File: config.mk
export PLATFORM = sky130hd
export DESIGN_NAME = sde_sqrt_cell
export DESIGN_NICKNAME = d
export VERILOG_FILES = /design/src/sde_pkg.sv /design/src/sde_sqrt_cell.sv
export SDC_FILE = /design/constraint.sdc
export NUM_CORES = 1
export LEC_CHECK = 0
export BUFFER_PORTS_ARGS = -buffer_cell sky130_fd_sc_hd__buf_2
export CORE_MARGIN = 2
export CORE_UTILIZATION = 46
export DETAILED_ROUTE_END_ITERATION = 10
export PLACE_DENSITY = 0.82
export SETUP_SLACK_MARGIN = 0.02
export SYNTH_ARGS = -nofsm -noshare
export SYNTH_HDL_FRONTEND = slang
export SYNTH_SLANG_ARGS = --single-unit
File: constraint.sdc
create_clock -name clock -period 2.9 [get_ports clock]
set_input_delay 0.58 -clock clock [delete_from_list [all_inputs] [get_ports clock]]
set_output_delay 0.58 -clock clock [all_outputs]
set_load 0.03 [all_outputs]
File: src/sde_pkg.sv
// shared types and constants for the sierpinski distance estimate unit
package sde_pkg;

   localparam int NUM_VTX    = 4;
   localparam int FIELD_W    = 21;
   localparam int REQ_DATA_W = 64;
   localparam int DIST_W     = 22;
   localparam int CORNER_W   = 2;
   localparam int RSP_DATA_W = 24;
   localparam int CSR_DATA_W = 64;
   localparam int CSR_ADDR_W = 5;
   localparam int REG_W      = 63;

   // register index, taken from paddr[4:3]
   typedef enum logic [1:0] {
      REG_VERTEX_A = 2'd0,
      REG_VERTEX_B = 2'd1,
      REG_VERTEX_C = 2'd2,
      REG_VERTEX_D = 2'd3
   } reg_idx_type;

   // valid flag and nearest corner that travel along both cell rows
   typedef struct packed {
      logic                valid;
      logic [CORNER_W-1:0] corner;
   } sde_tag_type;

endpackage

File: src/sde_sqrt_cell.sv
// one root bit of the floor square root chain
module sde_sqrt_cell #(
   parameter int CW  = 21,
   parameter int BIT = 0
) (
   input  logic                  clock,
   input  logic                  reset,
   input  logic                  en,
   input  sde_pkg::sde_tag_type  tag_i,
   input  logic [2*CW+1:0]       rem_i,
   input  logic [CW:0]           root_i,
   output sde_pkg::sde_tag_type  tag_o,
   output logic [2*CW+1:0]       rem_o,
   output logic [CW:0]           root_o
);
   import sde_pkg::*;

   localparam int SQ_W  = 2*CW + 2;
   localparam int RES_W = CW + 1;

   sde_tag_type          tag_ff;
   logic [SQ_W-1:0]      rem_ff, rem_in;
   logic [RES_W-1:0]     root_ff, root_in;

   always_comb begin
      logic [SQ_W:0] trial;
      // (root + 2^bit)^2 - root^2
      trial = ({{(SQ_W+1-RES_W){1'b0}}, root_i} << (BIT+1)) +
              ((SQ_W+1)'(1) << (2*BIT));
      if ({1'b0, rem_i} >= trial) begin
         rem_in  = rem_i - trial[SQ_W-1:0];
         root_in = root_i | (RES_W'(1) << BIT);
      end else begin
         rem_in  = rem_i;
         root_in = root_i;
      end
   end

   always_ff @(posedge clock) begin
      if (reset) begin
         tag_ff.valid <= 1'b0;
      end else if (en) begin
         tag_ff       <= tag_i;
      end
   end

   always_ff @(posedge clock) begin
      if (en) begin
         rem_ff        <= rem_in;
         root_ff       <= root_in;
      end
   end

   assign tag_o  = tag_ff;
   assign rem_o  = rem_ff;
   assign root_o = root_ff;

endmodule

==> run summary <==
worst hold margin - 0.4000 ns
Max Cap Viol - 0
Synth top area share - 47.99%
critical path class - in2reg
RePlAce Congestion - 0.9358
first-pass GRT wire length - 17.42 mm
I/O pin count - 141
drt first pass iters - 4
number of CTS-inserted buffers - 9
count leader, synth - edfxtp_1
Netlist cell types - 57
CP max FO - 9
Post-synth EDFFs - 68
switching power - 981.2 uW
post-route DRC violation count - 0
pin count of the biggest net entering global routing - 36
Antenna diodes - 0
clock skew - 0 ns
post-synthesis mux area share - 2.323%
Worst Tran Pin Value - 0.5665 ns
power share of the clock group - 24.3%
Compound-Gate Fraction of Synth Area - 13.76%
Clk Latency, worst-skew pair - 0.34 ns
Area after DPL - 0.005694 mm^2
xor/xnor share of the synthesized area - 8.439%
CTS tree - yes
pre-CTS setup slack - -0.2130 ns
crit path launch - root_i[0]
Clock Pin Slew Worst Setup and Hold Paths - 0.08 ns
syn_area_per_cell - 10.88 um^2
CP required - 2.99 ns
chip width - 100.2 um
Int Power - 1.960 mW
max_slew headroom - 61.89%
postcts setup bufs - 0
Hold Crit Start - reset
final WL - 10.89 mm
Simple-Gate Fraction of Synth Area - 15.91%
period utilisation layout - 94.50%
Fillers - 725
Clock Sinks - 69
DR vias - 3827
cell taking the most area after synthesis - edfxtp_1
Clock Path Buffers - 2
die area - 0.01004 mm^2
worst reg2reg path startpoint - tag_o[2]
vias in the first global route - 3810
CP Capture Type - flop
Post-synth ARST share - 0%
num rows - 35
fin util - 64.44%
Mapped Area - 0.004255 mm^2
Seq pwr share - 42.7%
crit path DAT - 2.83 ns
wire length per cell - 15.17 um
post-synthesis sequential area ratio - 48.46%
final setup fails - 0
setup TNS - 0 ns
Startpoint Class - primary input
Synth Area in Adders - 7.233%
Total Routing Usage GR - 21.83%
post-DP HPWL - 8.463 mm
fmax - 0.3649 GHz
Port Buffers - 140
unrepaired setup endpoints after global routing - no
Resize count post-CTS - 0
Syn Nets - 487
Post-synth top cells - edfxtp_1 (68), a21oi_1 (34), inv_1 (29), xnor2_1 (29), nor2_1 (28)
P per Cell Area - 501.1 mW/mm^2
area grow syn2layout - 37.93%
VDD IR max - 0.2908 mV
root buf cell - clkbuf_8
Sw Share - 33.36%
final worst path period need - 2.741 ns
nets - 698
setup ws final - 0.1594 ns
Die Ht - 100.2 um
status - finished clean
Cells after Synth - 391
Area contributors post-synth - edfxtp_1 (48%), ha_1 (6.8%), xnor2_1 (6.0%)
path type of the worst min-delay path - in2reg
final instance area - 0.005869 mm^2
Starting Density - 46.72%
Final ANT Viol Nets - 0
Static Leak - 2.672 nW
Max Slew Vio Count - 0
ys flop type - edfxtp_1
Core Area - 0.009109 mm^2
initial antenna violation count - 0
share of layout cells above drive strength 1 - 42.17%
Hold-fix buffers, CTS - 0
Vias/cell - 5.330
DR iter-0 viols - 155
gr ovfl total - 0
largest family of logic cells by synthesized area - simple AND/OR/NAND/NOR gates
Hold Violations, Final - 0
Ys Warns - 0
Comb pwr share - 33.0%
#FFs+latches synth - 69
# H-tree levels - 3
==> power by group through the flow <==
stage               registers [mW]  clock network (mW)  logic, mW
floorplan                     1.50                   0      0.371
global placement              1.27                   0      0.943
detailed placement            1.28                   0      0.962
CTS                           1.26               0.733      0.967
global route                  1.26               0.774       1.04
finish                        1.25               0.716      0.971
==> per-stage QoR <==
| step | power [mW] | cells |
|---|---|---|
| global placement | 2.217 | 702 |
| finish | 2.941 | 718 |
| detailed placement | 2.240 | 702 |
| CTS | 2.957 | 718 |
| floorplan | 1.876 | 391 |
| global route | 3.084 | 718 |
==> layer usage <==
layer | up-vias | global-route usage [%] | wire length (um)
met5 | - | 0 | 0
met4 | 0 | 8.430 | 278
met3 | 26 | 4.318 | 612
met2 | 146 | 37.95 | 5484
met1 | 1772 | 26.74 | 4513
li1 | 1883 | - | -
==> cell usage in the layout, fill, tap and decap left out, types with 3 or more instances in the layout <==
master	count
buf_2	140
buf_4	70
edfxtp_1	68
a21oi_1	34
xnor2_1	29
nor2_1	28
inv_1	27
ha_1	20
nand2_1	18
nand3_1	13
xor2_1	12
o21ai_0	11
clkbuf_8	10
a211oi_1	9
nand4_1	9
mux2_4	7
and3_1	6
a21o_1	6
nor3_1	5
o211ai_1	5
nor4_1	4
o21ai_1	4
nand2b_1	4
clkinv_2	4
or4_1	3
nand3b_1	3
o21bai_1	3
ha_4	3
buf_12	3
==> sequential cells by signal, summed over array words and instances (netlist names) <==
name,cells
tag_o,3
rem_o,44
root_o,22
==> final timing paths <==
check              endpoint  slack [ns]  cells past startpoint
setup / recovery  rem_o[34]        0.16                     12
hold / removal     tag_o[2]        0.40                      2
setup reg to reg   tag_o[2]        2.32                      2
hold reg to reg    tag_o[2]        0.50                      2
==> logic make-up after synthesis <==
kind of cell             Yosys count
multiplexers                       9
AO/OA/AOI/OAI                     90
buffers and inverters             42
adder cells (fa/ha/maj)           24
flip-flops                        69
XOR/XNOR                          41
AND/OR/NAND/NOR                  116
==> area by class of cell <==
class                           instances  area (um^2)  area share [%]
Sequential cell                        69         2062           35.13
Multi-Input combinational cell        280         2098           35.75
Clock inverter                          6        37.54          0.6395
Tap cell                              111        138.9           2.366
Inverter                               29        108.9           1.855
Clock buffer                           10        137.6           2.345
Timing Repair Buffer                  213         1286           21.91
==> worst max-delay path, stage by stage <==
cell and delay, ns:
buf_2 0.07, inv_1 0.08, ha_1 0.32, ha_1 0.15
nand4_1 0.09, or4_1 0.45, o21ai_2 0.21, nor3_4 0.09
a311oi_4 0.21, buf_4 0.21, nor4b_2 0.26, xor2_1 0.11
No activity file was read; power rests on OpenSTA's default activity.
